## src/rtl/assert_macros.svh

```systemverilog
// Assertion helpers; clk and rst_n must be visible at the point of use.
`ifndef ASSERT_MACROS_SVH
`define ASSERT_MACROS_SVH

// same-cycle implication
`define ASSERT_IMPL(lbl, ante, cons, msg) \
  lbl: assert property (@(posedge clk) disable iff (!rst_n) (ante) |-> (cons)) \
    else $error(msg);

// next-cycle implication
`define ASSERT_NEXT(lbl, ante, cons, msg) \
  lbl: assert property (@(posedge clk) disable iff (!rst_n) (ante) |=> (cons)) \
    else $error(msg);

`endif

```

## src/rtl/ghtm_pkg.sv

```systemverilog
`timescale 1ns / 1ps

package ghtm_pkg;

  localparam int MAX_RECO_DEF = 32;
  localparam int MAX_SIM_DEF  = 32;
  localparam int POS_W_DEF    = 20;

  localparam int CUT_W       = 20;
  localparam int PLANE_W     = 4;
  localparam int CMD_W       = 2;
  localparam int IDX_W       = 5;
  localparam int DIST_W      = 21;
  localparam int MAX_RESULTS = 32;
  localparam int PADDR_W     = 4;
  localparam int PDATA_W     = 32;

  localparam logic [DIST_W-1:0] DIST_MAX = '1;

  localparam logic [CMD_W-1:0] CMD_LOAD_RECO = 2'd0;
  localparam logic [CMD_W-1:0] CMD_LOAD_SIM  = 2'd1;
  localparam logic [CMD_W-1:0] CMD_RUN       = 2'd2;

  localparam logic [1:0] REG_DUT_PLANE = 2'd0;
  localparam logic [1:0] REG_CUT_U     = 2'd1;
  localparam logic [1:0] REG_CUT_V     = 2'd2;

  localparam logic [PLANE_W-1:0] PLANE_RST = 4'd3;
  localparam logic [CUT_W-1:0]   CUT_RST   = 20'd200;

  typedef struct packed {
    logic [PLANE_W-1:0] dut_plane;
    logic [CUT_W-1:0]   cut_u;
    logic [CUT_W-1:0]   cut_v;
  } cfg_t;

endpackage

```

## src/rtl/ghtm_store.sv

```systemverilog
`timescale 1ns / 1ps

module ghtm_store import ghtm_pkg::*; #(
  parameter int DEPTH     = MAX_RECO_DEF,
  parameter int POS_WIDTH = POS_W_DEF,
  localparam int AW       = (DEPTH > 1) ? $clog2(DEPTH) : 1
) (
  input  logic                        clk,
  input  logic                        wr_en,
  input  logic [AW-1:0]               wr_addr,
  input  logic signed [POS_WIDTH-1:0] wr_u,
  input  logic signed [POS_WIDTH-1:0] wr_v,
  input  logic [AW-1:0]               rd_addr,
  output logic signed [POS_WIDTH-1:0] rd_u,
  output logic signed [POS_WIDTH-1:0] rd_v
);

  // u in the upper half, v in the lower half
  logic [2*POS_WIDTH-1:0] mem [DEPTH];
  logic [2*POS_WIDTH-1:0] rd_q_r;

  always_ff @(posedge clk) begin
    if (wr_en) begin
      mem[wr_addr] <= {wr_u, wr_v};
    end
    rd_q_r <= mem[rd_addr];
  end

  assign rd_u = rd_q_r[2*POS_WIDTH-1:POS_WIDTH];
  assign rd_v = rd_q_r[POS_WIDTH-1:0];

endmodule

```

## config.mk

```make
export PLATFORM = sky130hd
export DESIGN_NAME = ghtm_store
export DESIGN_NICKNAME = d
export VERILOG_FILES = /design/src/rtl/assert_macros.svh /design/src/rtl/ghtm_pkg.sv /design/src/rtl/ghtm_store.sv
export SDC_FILE = /design/constraint.sdc
export NUM_CORES = 1
export LEC_CHECK = 0
export ABC_AREA = 1
export BUFFER_PORTS_ARGS = -buffer_cell sky130_fd_sc_hd__clkbuf_2
export CAP_MARGIN = 20
export CELL_PAD_IN_SITES_DETAIL_PLACEMENT = 1
export CELL_PAD_IN_SITES_GLOBAL_PLACEMENT = 1
export CORE_ASPECT_RATIO = 1.4
export CORE_MARGIN = 3
export CORE_UTILIZATION = 55
export DETAILED_ROUTE_END_ITERATION = 8
export PLACE_DENSITY_LB_ADDON = 0.1
export SLEW_MARGIN = 15
export SYNTH_ARGS = -nofsm -noshare
export SYNTH_HDL_FRONTEND = slang
export SYNTH_SLANG_ARGS = --single-unit
```

## constraint.sdc

```tcl
create_clock -name clk -period 7.3 [get_ports clk]
set_clock_uncertainty 0.1 [all_clocks]
set_input_delay 0.365 -clock clk [delete_from_list [all_inputs] [get_ports clk]]
set_output_delay 0.365 -clock clk [all_outputs]
set_load 0.05 [all_outputs]
```

==> flow_summary.ini <==
[worst_setup_path]
reg2reg_to = rd_q_r[1]
max_stage_delay_ns = 0.97
critPathCaptureType = register
r2r_start = mem[17][1]
startpoint_type = input pin
cp_common_cell = nand2_1
crit_required_ns = 7.89
crit_family = buffers and inverters
arrival_ns = 3.54
worstSetupPathType = in -> reg
crit_chain = buf_8, buf_12, buf_4, nand2_1, nand3_1, nand3_1, nand2_1, nand2_1, nand2_1, nand2_1, nand2_1
cp_max_fo = 209
rr_worst_depth = 8
rrSetupSlack_ns = 5.82
critPathBufInv = 3
worst_path_max_delay_cell = buf_4

[drt]
avgViaCountPerCell = 6.171
postRouteAntennaNets = 0
first_pass_iters = 6
wire_per_inst_um = 28.60
vias = 35411
drt_iter0_markers = 3803
wirelength_mm = 164.1
drc = 0

[timing]
whs_ns = 0.1374
rsz0062_at_grt = false
setup_ws_ns = 4.354
finalSetupTns_ns = 0
relSlewSlack = 0.1727
hold_viol_final = 0
tightest_slew_ns = 1.241
fin_crit_sh = 0.4035
drv_slew = 0
setup_viol = 0
max_freq_mhz = 339.5
min_period_ns = 2.946

[floorplan]
die_h_um = 371.2
boundaryPins = 92
die_w_um = 266.9
dieArea_um2 = 99070
initial_utilization = 0.5564
core_um2 = 94190
rows = 133

[yosys]
synthSimpleGateAreaFrac = 0.2241
synthesis.area_um2 = 52400
synth-async-reset-ratio = 0
seq_area_frac_synth = 0.7488
synth.distinct_cells = 11
synth_edf_count = 1280
yosys-top-cells-count = nand2_1, edfxtp_1, nand3_1
ys_warn_count = 0
syn_inst = 4407
synth_compound_area_frac = 0
syn_area_per_cell_um2 = 11.89
ys.flop_type = edfxtp_1
synth_fa_ha_area_frac = 0
ys_ff_latch = 1320
synth_top_area_share = 0.7335
ys_top_cells_by_area = edfxtp_1, nand2_1, nand3_1
synth_top_family_by_area = simple AND/OR/NAND/NOR gates
yosysMostFrequentCell = nand2_1
yosys.area.top_type = edfxtp_1
synth_xor_area_frac = 0
muxShareOfSynthArea = 0
syn-num-nets = 4459

[power_and_ir_drop]
power_density_nw_per_um2 = 278.0
power_uw = 16110
p_leak_uw = 0.02121
vdd_drop_max_uv = 272.2

[worst_hold_path]
min_from = wr_u[2]
holdPathStages = 1
min_to = mem[13][22]
min_path_type = in -> reg

[clocking]
cts_setup_buffers = 0
clock_latency_ns = 0.76
clock_path_buffers = 3
cts-buffers-inserted = 130
clk_pin_slew_ns = 0.06
htree_levels = 4
cts_sinks = 1320
root_buffer = clkbuf_16
cts_tree = built

[grt]
grtUsageTotal = 0.3343
antenna_found_initial = 10
grt_pass1_vias = 37090
grt_pass1_wl_mm = 239.6
grt_overflow = 0
grt_max_degree = 210

[job]
drv_cap = 0

[placed_design]
numPortBuffers = 91
place_congestion = 0.7400
dp_hpwl_mm = 79.23
preCtsSetupSlack_ns = 3.661

[status]
status = completed

[layout]
drive_gt1_frac = 0.07990
layout.nets = 4465
area_delta_synth_final_pct = 10.55
post-route-util = 0.6150
[cell usage in the layout, fill, tap and decap left out, drive strengths merged]
cell type and count:
nand2 1800, edfxtp 1280, nand3 972, clkbuf 272, buf 59, clkinv 42
dfxtp 40, nor2 32, inv 13, bufinv 6, diode 5, clkinvlp 1
dlygate4sd3 1
[power breakdown]
| part | internal (µW) | total [µW] | switching [µW] | leakage [µW] |
|---|---|---|---|---|
| Sequential | 8420 | 8460 | 38.9 | 0.0119 |
| Clock | 3760 | 6590 | 2830 | 0.00203 |
| Combinational | 230 | 1050 | 822 | 0.00731 |
[worst max-delay path by stage]
stage | depth (start not counted) | end | start
6_report | 11 | rd_q_r[27] | rd_addr[0]
3_5_place_dp | 11 | rd_q_r[23] | rd_addr[0]
5_1_grt | 11 | rd_q_r[23] | rd_addr[0]
3_3_place_gp | 11 | rd_q_r[21] | rd_addr[0]
4_1_cts | 11 | rd_q_r[27] | rd_addr[0]
2_1_floorplan | 3 | mem[0][0] | wr_addr[0]
[sequential cells by signal (all words and copies together) (netlist names)]
signal,cells
rd_q_r,40
mem,1280
[worst register-to-register path, stage by stage (launching register included)]
cell	delay, ns
edfxtp_1	0.36
nand2_1	0.09
nand3_1	0.12
nand3_1	0.14
nand2_1	0.10
nand2_1	0.08
nand2_1	0.07
nand2_1	0.07
nand2_1	0.17
[metrics by stage]
stage	area [µm²]	instances
final	57930	5738
after global routing	57920	5735
after CTS	57920	5733
after detailed placement	53790	5495
after global placement	53760	5494
after floorplan	52400	4407
[per-layer routing]
layer,vias up,track usage,wire length (µm)
li1,15363,-,-
met1,18073,0.4127,61070
met2,1551,0.5796,83670
met3,418,0.06030,12000
met4,6,0.1445,7320
met5,-,0,28
[area by class of cell]
cell class | instances | area [µm²]
Timing Repair Buffer | 147 | 994.7
Inverter | 10 | 62.56
Clock buffer | 185 | 3721
Clock inverter | 52 | 399.1
Multi-Input combinational cell | 2804 | 11980
Antenna cell | 5 | 12.51
Tap cell | 1215 | 1520
Fill cell | 9411 | 36260
Sequential cell | 1320 | 39240
[repair_timing]
item	4_1_cts	5_1_grt
hold endpoints to repair	6	0
hold buffers	1	0
gates resized for setup	0	0
endpoints found under the setup margin	0	0
[kinds of logic (layout without fill, tap and decap cells)]
kind of cell           after synthesis  count (layout)
buffers and inverters              283             394
flip-flops                        1320            1320
other                                0               5
AND/OR/NAND/NOR                   2804            2804
Note: power is estimated with default switching activity, not from simulation.
