--- config.mk ---
export PLATFORM = sky130hd
export DESIGN_NAME = ghtm_cfg
export DESIGN_NICKNAME = d
export VERILOG_FILES = /design/src/rtl/assert_macros.svh /design/src/rtl/ghtm_pkg.sv /design/src/rtl/ghtm_cfg.sv
export SDC_FILE = /design/constraint.sdc
export NUM_CORES = 1
export LEC_CHECK = 0
export ABC_AREA = 1
export BUFFER_PORTS_ARGS = -buffer_cell sky130_fd_sc_hd__buf_2
export CAP_MARGIN = 40
export CORE_AREA = 3 3 77 79
export CTS_BUF_LIST = sky130_fd_sc_hd__clkbuf_4
export DETAILED_ROUTE_END_ITERATION = 12
export DIE_AREA = 0 0 80 82
export GPL_ROUTABILITY_DRIVEN = 1
export PLACE_DENSITY = 0.78
export SLEW_MARGIN = 15
export SYNTH_ARGS = -nofsm -noshare
export SYNTH_HDL_FRONTEND = slang
export SYNTH_SLANG_ARGS = --single-unit
--- constraint.sdc ---
create_clock -name clk -period 0.8 [get_ports clk]
set_input_delay 0.08 -clock clk [delete_from_list [all_inputs] [get_ports clk]]
set_output_delay 0.08 -clock clk [all_outputs]
set_load 0.05 [all_outputs]
--- src/rtl/assert_macros.svh ---
// Assertion helpers; clk and rst_n must be visible at the point of use.
`ifndef ASSERT_MACROS_SVH
`define ASSERT_MACROS_SVH

// same-cycle implication
`define ASSERT_IMPL(lbl, ante, cons, msg) \
  lbl: assert property (@(posedge clk) disable iff (!rst_n) (ante) |-> (cons)) \
    else $error(msg);

// next-cycle implication
`define ASSERT_NEXT(lbl, ante, cons, msg) \
  lbl: assert property (@(posedge clk) disable iff (!rst_n) (ante) |=> (cons)) \
    else $error(msg);

`endif

--- src/rtl/ghtm_pkg.sv ---
`timescale 1ns / 1ps

package ghtm_pkg;

  localparam int MAX_RECO_DEF = 32;
  localparam int MAX_SIM_DEF  = 32;
  localparam int POS_W_DEF    = 20;

  localparam int CUT_W       = 20;
  localparam int PLANE_W     = 4;
  localparam int CMD_W       = 2;
  localparam int IDX_W       = 5;
  localparam int DIST_W      = 21;
  localparam int MAX_RESULTS = 32;
  localparam int PADDR_W     = 4;
  localparam int PDATA_W     = 32;

  localparam logic [DIST_W-1:0] DIST_MAX = '1;

  localparam logic [CMD_W-1:0] CMD_LOAD_RECO = 2'd0;
  localparam logic [CMD_W-1:0] CMD_LOAD_SIM  = 2'd1;
  localparam logic [CMD_W-1:0] CMD_RUN       = 2'd2;

  localparam logic [1:0] REG_DUT_PLANE = 2'd0;
  localparam logic [1:0] REG_CUT_U     = 2'd1;
  localparam logic [1:0] REG_CUT_V     = 2'd2;

  localparam logic [PLANE_W-1:0] PLANE_RST = 4'd3;
  localparam logic [CUT_W-1:0]   CUT_RST   = 20'd200;

  typedef struct packed {
    logic [PLANE_W-1:0] dut_plane;
    logic [CUT_W-1:0]   cut_u;
    logic [CUT_W-1:0]   cut_v;
  } cfg_t;

endpackage

--- src/rtl/ghtm_cfg.sv ---
`timescale 1ns / 1ps

module ghtm_cfg import ghtm_pkg::*; (
  input  logic               clk,
  input  logic               rst_n,
  input  logic               psel,
  input  logic               penable,
  input  logic               pwrite,
  input  logic [PADDR_W-1:0] paddr,
  input  logic [PDATA_W-1:0] pwdata,
  output logic [PDATA_W-1:0] prdata,
  output logic               pready,
  output cfg_t               cfg
);

  cfg_t       cfg_r;
  logic       wr_en;
  logic [1:0] reg_idx;

  assign pready  = 1'b1;
  assign reg_idx = paddr[3:2];
  assign wr_en   = psel & penable & pwrite;
  assign cfg     = cfg_r;

  always_ff @(posedge clk) begin
    if (!rst_n) begin
      cfg_r.dut_plane <= PLANE_RST;
      cfg_r.cut_u     <= CUT_RST;
      cfg_r.cut_v     <= CUT_RST;
    end else if (wr_en) begin
      case (reg_idx)
        REG_DUT_PLANE: cfg_r.dut_plane <= pwdata[PLANE_W-1:0];
        REG_CUT_U:     cfg_r.cut_u     <= pwdata[CUT_W-1:0];
        REG_CUT_V:     cfg_r.cut_v     <= pwdata[CUT_W-1:0];
        default: ;
      endcase
    end
  end

  always_comb begin
    case (reg_idx)
      REG_DUT_PLANE: prdata = PDATA_W'(cfg_r.dut_plane);
      REG_CUT_U:     prdata = PDATA_W'(cfg_r.cut_u);
      REG_CUT_V:     prdata = PDATA_W'(cfg_r.cut_v);
      default:       prdata = '0;
    endcase
  end

endmodule

==> results.sh, run 1 <==
export IMPL_p_leak_nw=2.385
export IMPL_synth_edff_count=0
export IMPL_slowest_delay_ns=0.42
export IMPL_fin_worst_skew_ns=0
export IMPL_critPathMaxFanout=3
export IMPL_synth_simple_area_share_pct=45.35
export IMPL_ant_nets=0
export IMPL_via_per_inst=5.345
export IMPL_status="finished with violations"
export IMPL_synth_cell_types=14
export IMPL_grt_setup_unrepaired="yes"
export IMPL_crit_top_cell="nand2_4"
export IMPL_async_reset_ff_share_pct=0
export IMPL_coreArea_um2=5405
export IMPL_synthMuxAreaShare_pct=0
export IMPL_cts_htree_levels=2
export IMPL_gr_total_overflow=0
export IMPL_dpl_hpwl_mm=4.487
export IMPL_drive_above_1_share_pct=58.56
export IMPL_ir_drop_mv=0.6856
export IMPL_firstDrtPassIters=5
export IMPL_start_util_pct=41.04
export IMPL_wirelength_mm=11.10
export IMPL_pwr_share_seq_pct=45.1
export IMPL_dieArea_um2=6560
export IMPL_root_buffer="clkbuf_4"
export IMPL_finish_instance_area_um2=4673
export IMPL_start_kind="flop"
export IMPL_synth_top_area_share_pct=39.71
export IMPL_slowest_stage="dfxtp_4"
export IMPL_cp_top_family="flip-flops"
export IMPL_required_ns=0.72
export IMPL_synth_compound_area_share_pct=0
export IMPL_port_buffers=90
export IMPL_grt_use_total_pct=23.21
export IMPL_combPwrFrac_pct=32.6
export IMPL_p_total_mw=4.880
export IMPL_die_w_um=80
export IMPL_synth_top_area_cell="dfxtp_1"
export IMPL_numCtsBuffers=5
export IMPL_largest_register_ffs=44
export IMPL_hold_class="in -> reg"
export IMPL_period_minus_slack_ns=1.157
export IMPL_syn_cell_area_um2=2218
export IMPL_routedWlPerCell_um=19.92
export IMPL_drcViolationCount=0
export IMPL_synth_top_cells_by_area="dfxtp_1, nand2_1, nor2_1"
export IMPL_fp_row_count=27
export IMPL_gp_congestion=0.8087
export IMPL_cts_tree="yes"
export IMPL_swShare_pct=36.45
export IMPL_timing_hold_ws_ns=0.08155
export IMPL_fill_cells=253
export IMPL_synthXorXnorAreaFrac_pct=0
export IMPL_syn_inst=348
export IMPL_setup_ws_ns=-0.3575
export IMPL_cap_violations=0
export IMPL_grt_max_degree=30
export IMPL_finalHoldViolCount=0
export IMPL_io_pins=118
export IMPL_synth_fa_ha_area_share_pct=0
export IMPL_grt_pass1_wl_mm=11.97
export IMPL_tns_ns=-16.59
export IMPL_yosysSeqAreaShare_pct=39.71
export IMPL_drv_slew=0
export IMPL_multiInputGateArea_um2=1575
export IMPL_clk_pin_slew_ns=0.13
export IMPL_worstSetupPathType="reg -> out"
export IMPL_vias=2977
export IMPL_nets=526
export IMPL_ys_top_cells_by_count="nand2_1, nor2_1, nand3_1, dfxtp_1"
export IMPL_clkSinkCount=44
export IMPL_critPathBufInv=1
export IMPL_power_density_nw_per_um2=1044
export IMPL_synth_most_common_cell="nand2_1"
export IMPL_synthFlopType="dfxtp_1"
export IMPL_worstPathArrival_ns=1.08
export IMPL_dp_slack_ns=-0.3112
export IMPL_antenna_found_initial=0
export IMPL_fmax_mhz=863.9
export IMPL_synth_seq_cells=44
export IMPL_grt_pass1_vias=2510
export IMPL_die_height_um=82
export IMPL_first_iter_violations=282
export IMPL_clock_power_share_pct=22.3
export IMPL_antenna_cells=0
export IMPL_crit_path_cell_trace="nand2_4 -> nand2_4 -> buf_8"
export IMPL_syn_to_final_growth_pct=110.7
export IMPL_cts_buffer_depth=2
export IMPL_place_area_um2=3168
export IMPL_failed_checks="negative setup slack"
export IMPL_seqCellArea_um2=1046
export IMPL_period_share_pct=144.7
export IMPL_insertion_delay_ns=0.35
export IMPL_synth_top_family_by_area="simple AND/OR/NAND/NOR gates"
export IMPL_yosysWarnings=0
export IMPL_switching_power_mw=1.779
export IMPL_syn_area_per_cell_um2=6.375
export IMPL_crit_path_end_kind="output pin"
export IMPL_setup_violations=80
export IMPL_internal_power_mw=3.101
[cells in the final DEF, fill, tap and decap left out, types with 2 or more instances in the layout]
cell type / n
conb_1: 13
nand3_4: 4
dfxtp_4: 44
nor2_2: 3
nand2_2: 13
buf_8: 60
buf_12: 7
dlygate4sd3_1: 5
nor2_4: 4
buf_4: 14
nand2_1: 57
nand3_2: 10
nor2_1: 72
buf_2: 24
nand2_4: 49
buf_6: 41
inv_1: 19
clkbuf_4: 6
nand3_1: 35
clkbuf_16: 2
[worst min-delay path: stages]
cell,delay [ns]
buf_2,0.08
inv_1,0.05
nand3_1,0.07
nand2_1,0.04
nor2_1,0.07
[power groups by stage]
stage	registers, mW	clock network (mW)	logic (mW)
after floorplan	2.38	0	0.651
after global placement	2.21	0	1.04
after detailed placement	2.21	0	1.05
after CTS	2.18	1.08	1.28
after global routing	2.20	1.18	1.66
final	2.20	1.09	1.59
[worst paths after layout]
path / cells past startpoint / to / slack, ns / startpoint
worst max register to register: 3 / cfg[28]$_SDFFE_PN0P_ / -0.04 / cfg[28]$_SDFFE_PN0P_
worst max-delay path: 3 / prdata[11] / -0.36 / cfg[11]$_SDFFE_PN0P_
worst min-delay path: 5 / cfg[35]$_SDFFE_PN0P_ / 0.08 / pwdata[15]
worst min register to register: 2 / cfg[1]$_SDFFE_PN0P_ / 0.53 / cfg[1]$_SDFFE_PN0P_
[final cells by class]
cell class | count | share of cell area (%)
repair buffers | 153 | 39.12
clock inverters | 1 | 0.1071
well taps | 72 | 1.928
flip-flops and latches | 44 | 22.38
inverters | 21 | 1.794
clock buffers | 6 | 0.9639
multi-input cells | 260 | 33.71
[per-stage QoR]
step / std cells / util, %
2_1_floorplan: 359 / -
3_3_place_gp: 516 / 58.61
3_5_place_dp: 516 / 58.61
4_1_cts: 531 / 74.68
5_1_grt: 557 / 86.46
6_report: 557 / 86.46
[what timing repair did]
action                                  4_1_cts  5_1_grt
cloned                                        0        3
pin swaps                                    17       40
hold endpoints to repair                      8        0
gates resized for setup                     226      109
endpoints found under the setup margin       64       87
setup buffers                                 3       25
hold buffers                                  5        0
[metal layers]
metal	track usage, %	routed length (µm)	vias up
li1	-	-	1314
met1	26.57	3882	1405
met2	44.29	5686	205
met3	3.399	1026	53
met4	6.926	501	0
met5	0	0	-
[cell families after synthesis]
logic type	after synthesis
and+or+nand+nor	247
other	2
DFF	44
buffers and inverters	55
No activity file was read; power rests on OpenSTA's default activity.
==> run 2: changes to the inputs <==
Settings changed: ABC_AREA 1 to default, CORE_AREA 3 3 77 79 to 3 3 75 77, CTS_BUF_LIST sky130_fd_sc_hd__clkbuf_4 to sky130_fd_sc_hd__clkbuf_8, DIE_AREA 0 0 80 82 to 0 0 78 80.
==> results.sh, run 2 <==
export IMPL_r2r_setup_slack_ns=-0.15
export IMPL_ir_drop_mv=0.8119
export IMPL_final_common_cell="buf_6"
export IMPL_die_height_um=80
export IMPL_grt_max_degree=27
export IMPL_fin_worst_skew_ns=0
export IMPL_synth_seq_cells=44
export IMPL_grt_setup_unrepaired="yes"
export IMPL_dp_slack_ns=-0.4331
export IMPL_failed_checks="negative setup slack"
export IMPL_yosysSeqAreaShare_pct=42.77
export IMPL_min_to="cfg[16]$_SDFFE_PN0P_"
export IMPL_first_iter_violations=126
export IMPL_critPathMaxFanout=2
export IMPL_insertion_delay_ns=0.29
export IMPL_r2r_start="cfg[11]$_SDFFE_PN0P_"
export IMPL_synth_compound_area_share_pct=7.776
export IMPL_gr_total_overflow=0
export IMPL_dieArea_um2=6240
export IMPL_firstDrtPassIters=4
export IMPL_drv_slew=0
export IMPL_synth_fa_ha_area_share_pct=0
export IMPL_synthFlopType="dfxtp_1"
export IMPL_required_ns=0.72
export IMPL_power_density_nw_per_um2=1040
export IMPL_crit_path_end_kind="output pin"
export IMPL_min_path_cells=3
export IMPL_via_per_inst=5.337
export IMPL_final_cell_mix="buf_6, buf_8, nand2_1"
export IMPL_period_share_pct=143.5
export IMPL_wirelength_mm=11.42
export IMPL_worstPathArrival_ns=1.07
export IMPL_worstSetupPathType="reg -> out"
export IMPL_synth_most_common_cell="nand2_1"
export IMPL_gp_congestion=0.7446
export IMPL_syn_cell_area_um2=2059
export IMPL_grt_pass1_wl_mm=13.17
export IMPL_synth_top_family_by_area="multiplexers"
export IMPL_ff2ff_path_depth=4
export IMPL_ant_nets=0
export IMPL_synth_cell_types=17
export IMPL_yosysWarnings=0
export IMPL_fin_util_pct=94.40
export IMPL_clkSinkCount=44
export IMPL_die_w_um=78
export IMPL_setup_violations=105
export IMPL_dpl_cell_count=429
export IMPL_syn_area_per_cell_um2=9.361
export IMPL_io_pins=118
export IMPL_largest_register_ffs=44
export IMPL_coreArea_um2=5075
export IMPL_syn_inst=220
export IMPL_syn_to_final_growth_pct=132.6
export IMPL_start_util_pct=40.58
export IMPL_numCtsBuffers=5
export IMPL_slowest_delay_ns=0.38
export IMPL_synth_top_area_cell="dfxtp_1"
export IMPL_drive_above_1_share_pct=71.39
export IMPL_antenna_found_initial=0
export IMPL_cap_violations=0
export IMPL_synth_edff_count=0
export IMPL_synth_top_cells_by_area="dfxtp_1, mux2i_1, nand2_1"
export IMPL_synth_simple_area_share_pct=17.56
export IMPL_grt_pass1_vias=2563
export IMPL_clk_pin_slew_ns=0.09
export IMPL_synthXorXnorAreaFrac_pct=0
export IMPL_cts_tree="yes"
export IMPL_port_buffers=90
export IMPL_slowest_stage="dfxtp_4"
export IMPL_nets=442
export IMPL_synth_top_area_share_pct=42.77
export IMPL_min_from="pwdata[16]"
export IMPL_ys_top_cells_by_count="nand2_1, mux2i_1, dfxtp_1, a22o_1"
export IMPL_fmax_mhz=871.1
export IMPL_fp_row_count=26
export IMPL_dpl_hpwl_mm=4.512
export IMPL_grt_use_total_pct=27.66
export IMPL_routedWlPerCell_um=24.19
export IMPL_tns_ns=-16.40
export IMPL_cts_htree_levels=2
export IMPL_vias=2519
export IMPL_status="finished with violations"
export IMPL_start_kind="flop"
export IMPL_finalHoldViolCount=0
export IMPL_cts_buffer_depth=2
export IMPL_final_cells=472
export IMPL_p_total_mw=4.984
export IMPL_drcViolationCount=0
export IMPL_hold_class="in -> reg"
export IMPL_period_minus_slack_ns=1.148
export IMPL_postCtsHoldBufs=0
export IMPL_root_buffer="clkbuf_8"
export IMPL_synthMuxAreaShare_pct=23.33
export IMPL_crit_path_cell_trace="mux2i_4 -> o21ai_4 -> buf_6"
export IMPL_p_leak_nw=2.203
export IMPL_async_reset_ff_share_pct=0
export IMPL_antenna_cells=0
export IMPL_setup_ws_ns=-0.3480
export IMPL_r2r_end="cfg[11]$_SDFFE_PN0P_"
==> run 2: cell families after synthesis <==
kind of cell / count (synthesis)
AO/OA/AOI/OAI: 20
buffers and inverters: 28
flip-flops: 44
multiplexers: 48
other: 2
AND/OR/NAND/NOR: 78
==> run 2: metrics by stage <==
step | area, µm² | hold slack [ns]
floorplan | 2384 | 0.2116
global placement | 3286 | 0.3331
detailed placement | 3286 | 0.3538
CTS | 4419 | 0.04682
global route | 4791 | 0.08068
finish | 4791 | 0.07181
==> run 2: per-layer routing <==
layer,track usage [%],share of wire [%]
met1,27.15,32
met2,54.45,55
met3,5.869,5.8
met4,13.29,7.1
met5,0,0
==> run 2: worst max path at each step <==
| stage | start | endpoint | cells past startpoint |
|---|---|---|---|
| 6_report | cfg[20]$_SDFFE_PN0P_ | prdata[0] | 3 |
| 3_5_place_dp | paddr[2] | cfg[23]$_SDFFE_PN1P_ | 5 |
| 5_1_grt | cfg[20]$_SDFFE_PN0P_ | prdata[0] | 3 |
| 3_3_place_gp | paddr[2] | prdata[6] | 5 |
| 2_1_floorplan | paddr[2] | prdata[11] | 5 |
| 4_1_cts | cfg[43]$_SDFFE_PN0P_ | prdata[3] | 3 |
==> run 2: critical path: cells and delay by family (launching register included) <==
kind	cells	cell delay (ns)
AO/OA/AOI/OAI	1	0.13
buffers and inverters	1	0.18
flip-flops	1	0.38
multiplexers	1	0.08
==> run 2: layout make-up <==
cell class / instances / area (µm²)
well taps: 70 / 87.58
repair buffers: 191 / 2285
clock buffers: 6 / 82.58
flip-flops and latches: 44 / 970.9
multi-input cells: 159 / 1358
clock inverters: 2 / 7.507
fillers: 141 / 284.0
==> run 2: report_power, final <==
part / leakage [nW] / switching (mW) / internal, mW / total (mW)
clock: 0.0538 / 0.773 / 0.681 / 1.45
sequential: 0.374 / 0.0322 / 2.18 / 2.21
combinational: 1.78 / 0.758 / 0.561 / 1.32
total: 2.20 / 1.56 / 3.42 / 4.98
==> run 2: repair_timing <==
item | 4_1_cts | 5_1_grt
setup endpoints to repair | 98 | 106
pin swaps | 16 | 6
buffers inserted | 15 | 32
gates cloned | 2 | 1
resized for setup | 251 | 77
==> run 3: changes to the inputs <==
Settings changed: PLACE_DENSITY 0.78 to 0.77.
==> results.sh, run 3 (same netlist as run 2, synthesis figures left out) <==
export IMPL_status="finished with violations"
export IMPL_failed_checks="negative setup slack"
export IMPL_routedWlPerCell_um=18.35
export IMPL_cts_htree_levels=2
export IMPL_ant_nets=0
export IMPL_cap_violations=0
export IMPL_numCtsBuffers=5
export IMPL_worstSetupPathType="reg -> out"
export IMPL_crit_path_end_kind="output pin"
export IMPL_drive_above_1_share_pct=71.17
export IMPL_hold_class="in -> reg"
export IMPL_fmax_mhz=890.8
export IMPL_start_util_pct=40.58
export IMPL_drv_slew=0
export IMPL_fill_cells=209
export IMPL_die_height_um=80
export IMPL_grt_use_total_pct=23.81
export IMPL_dieArea_um2=6240
export IMPL_via_per_inst=4.868
export IMPL_syn_to_final_growth_pct=120.9
export IMPL_finalHoldViolCount=0
export IMPL_power_density_nw_per_um2=1063
export IMPL_drcViolationCount=0
export IMPL_insertion_delay_ns=0.29
export IMPL_final_cell_mix="buf_6, buf_8, nand2_1"
export IMPL_first_iter_violations=53
export IMPL_largest_register_ffs=44
export IMPL_vias=2215
export IMPL_gp_congestion=0.7746
export IMPL_fin_worst_skew_ns=0
export IMPL_combPwrFrac_pct=24.4
export IMPL_firstDrtPassIters=4
export IMPL_start_kind="flop"
export IMPL_clkSinkCount=44
export IMPL_clock_power_share_pct=30.0
export IMPL_tns_ns=-14.58
export IMPL_antenna_cells=0
export IMPL_period_share_pct=140.3
export IMPL_required_ns=0.72
export IMPL_swShare_pct=30.35
export IMPL_gr_total_overflow=0
export IMPL_wirelength_mm=8.351
export IMPL_place_area_um2=3268
export IMPL_antenna_found_initial=0
export IMPL_die_w_um=78
export IMPL_clk_pin_slew_ns=0.09
export IMPL_dp_slack_ns=-0.3305
export IMPL_coreArea_um2=5075
export IMPL_internal_power_mw=3.367
export IMPL_grt_setup_unrepaired="yes"
export IMPL_dpl_hpwl_mm=4.454
export IMPL_grt_max_degree=35
export IMPL_cts_tree="yes"
export IMPL_cts_buffer_depth=2
export IMPL_fp_row_count=26
export IMPL_switching_power_mw=1.468
export IMPL_critPathMaxFanout=2
export IMPL_ir_drop_mv=1.016
export IMPL_pwr_share_seq_pct=45.7
export IMPL_io_pins=118
export IMPL_setup_violations=88
export IMPL_nets=425
export IMPL_port_buffers=90
export IMPL_period_minus_slack_ns=1.123
export IMPL_final_common_cell="buf_6"
export IMPL_worstPathArrival_ns=1.04
export IMPL_setup_ws_ns=-0.3226
export IMPL_finish_instance_area_um2=4549
export IMPL_p_leak_nw=2.075
export IMPL_grt_pass1_vias=2336
export IMPL_fin_util_pct=89.65
export IMPL_grt_pass1_wl_mm=11.51
export IMPL_root_buffer="clkbuf_8"
## run 3: cell type report
| class | instances | area (µm²) | share of cell area (%) |
|---|---|---|---|
| Multi-Input combinational cell | 159 | 1365 | 30.01 |
| Sequential cell | 44 | 970.9 | 21.34 |
| Clock buffer | 6 | 82.58 | 1.815 |
| Clock inverter | 2 | 10.01 | 0.2200 |
| Tap cell | 70 | 87.58 | 1.925 |
| Timing Repair Buffer | 174 | 2033 | 44.69 |
## run 3: worst max-delay path, cell delays in order (launching register included)
cell and delay (ns):
dfxtp_4 0.36, mux2i_4 0.17, o21ai_4 0.06, buf_6 0.15
## run 3: repair_timing
action | 4_1_cts | 5_1_grt
gates resized for setup | 250 | 58
endpoints found under the setup margin | 75 | 84
pin swaps | 17 | 5
hold buffers | 0 | 0
hold endpoints to repair | 0 | 0
gates cloned | 1 | 0
buffers inserted | 8 | 25
## run 3: worst paths after layout
path                        start                    to  slack (ns)  cells after the start
max reg2reg   cfg[6]$_SDFFE_PN1P_   cfg[6]$_SDFFE_PN1P_       -0.08                      4
min reg2reg  cfg[17]$_SDFFE_PN0P_  cfg[17]$_SDFFE_PN0P_        0.50                      2
min                    pwdata[17]  cfg[17]$_SDFFE_PN0P_        0.04                      3
max          cfg[42]$_SDFFE_PN0P_             prdata[2]       -0.32                      3
## run 3: per-layer routing
metal	share of wire (%)	track usage [%]	up-vias
met1	35	24.32	1059
met5	0	0	-
li1	-	-	1052
met3	4.0	4.289	23
met2	58	47.43	81
met4	3.3	9.091	0
## run 3: per-stage QoR
stage,cells,hold WS (ns),total power [mW]
after floorplan,231,0.2116,2.915
after global placement,425,0.3310,3.171
after detailed placement,425,0.3616,3.183
after CTS,442,0.04139,4.778
after global routing,455,0.06635,4.993
final,455,0.04252,4.835
## run 3: power by group through the flow
stage	Combinational, mW	Clock [mW]	Sequential, mW
finish	1.18	1.45	2.21
global route	1.23	1.55	2.21
CTS	1.10	1.47	2.21
detailed placement	0.915	0	2.27
global placement	0.905	0	2.27
floorplan	0.545	0	2.37
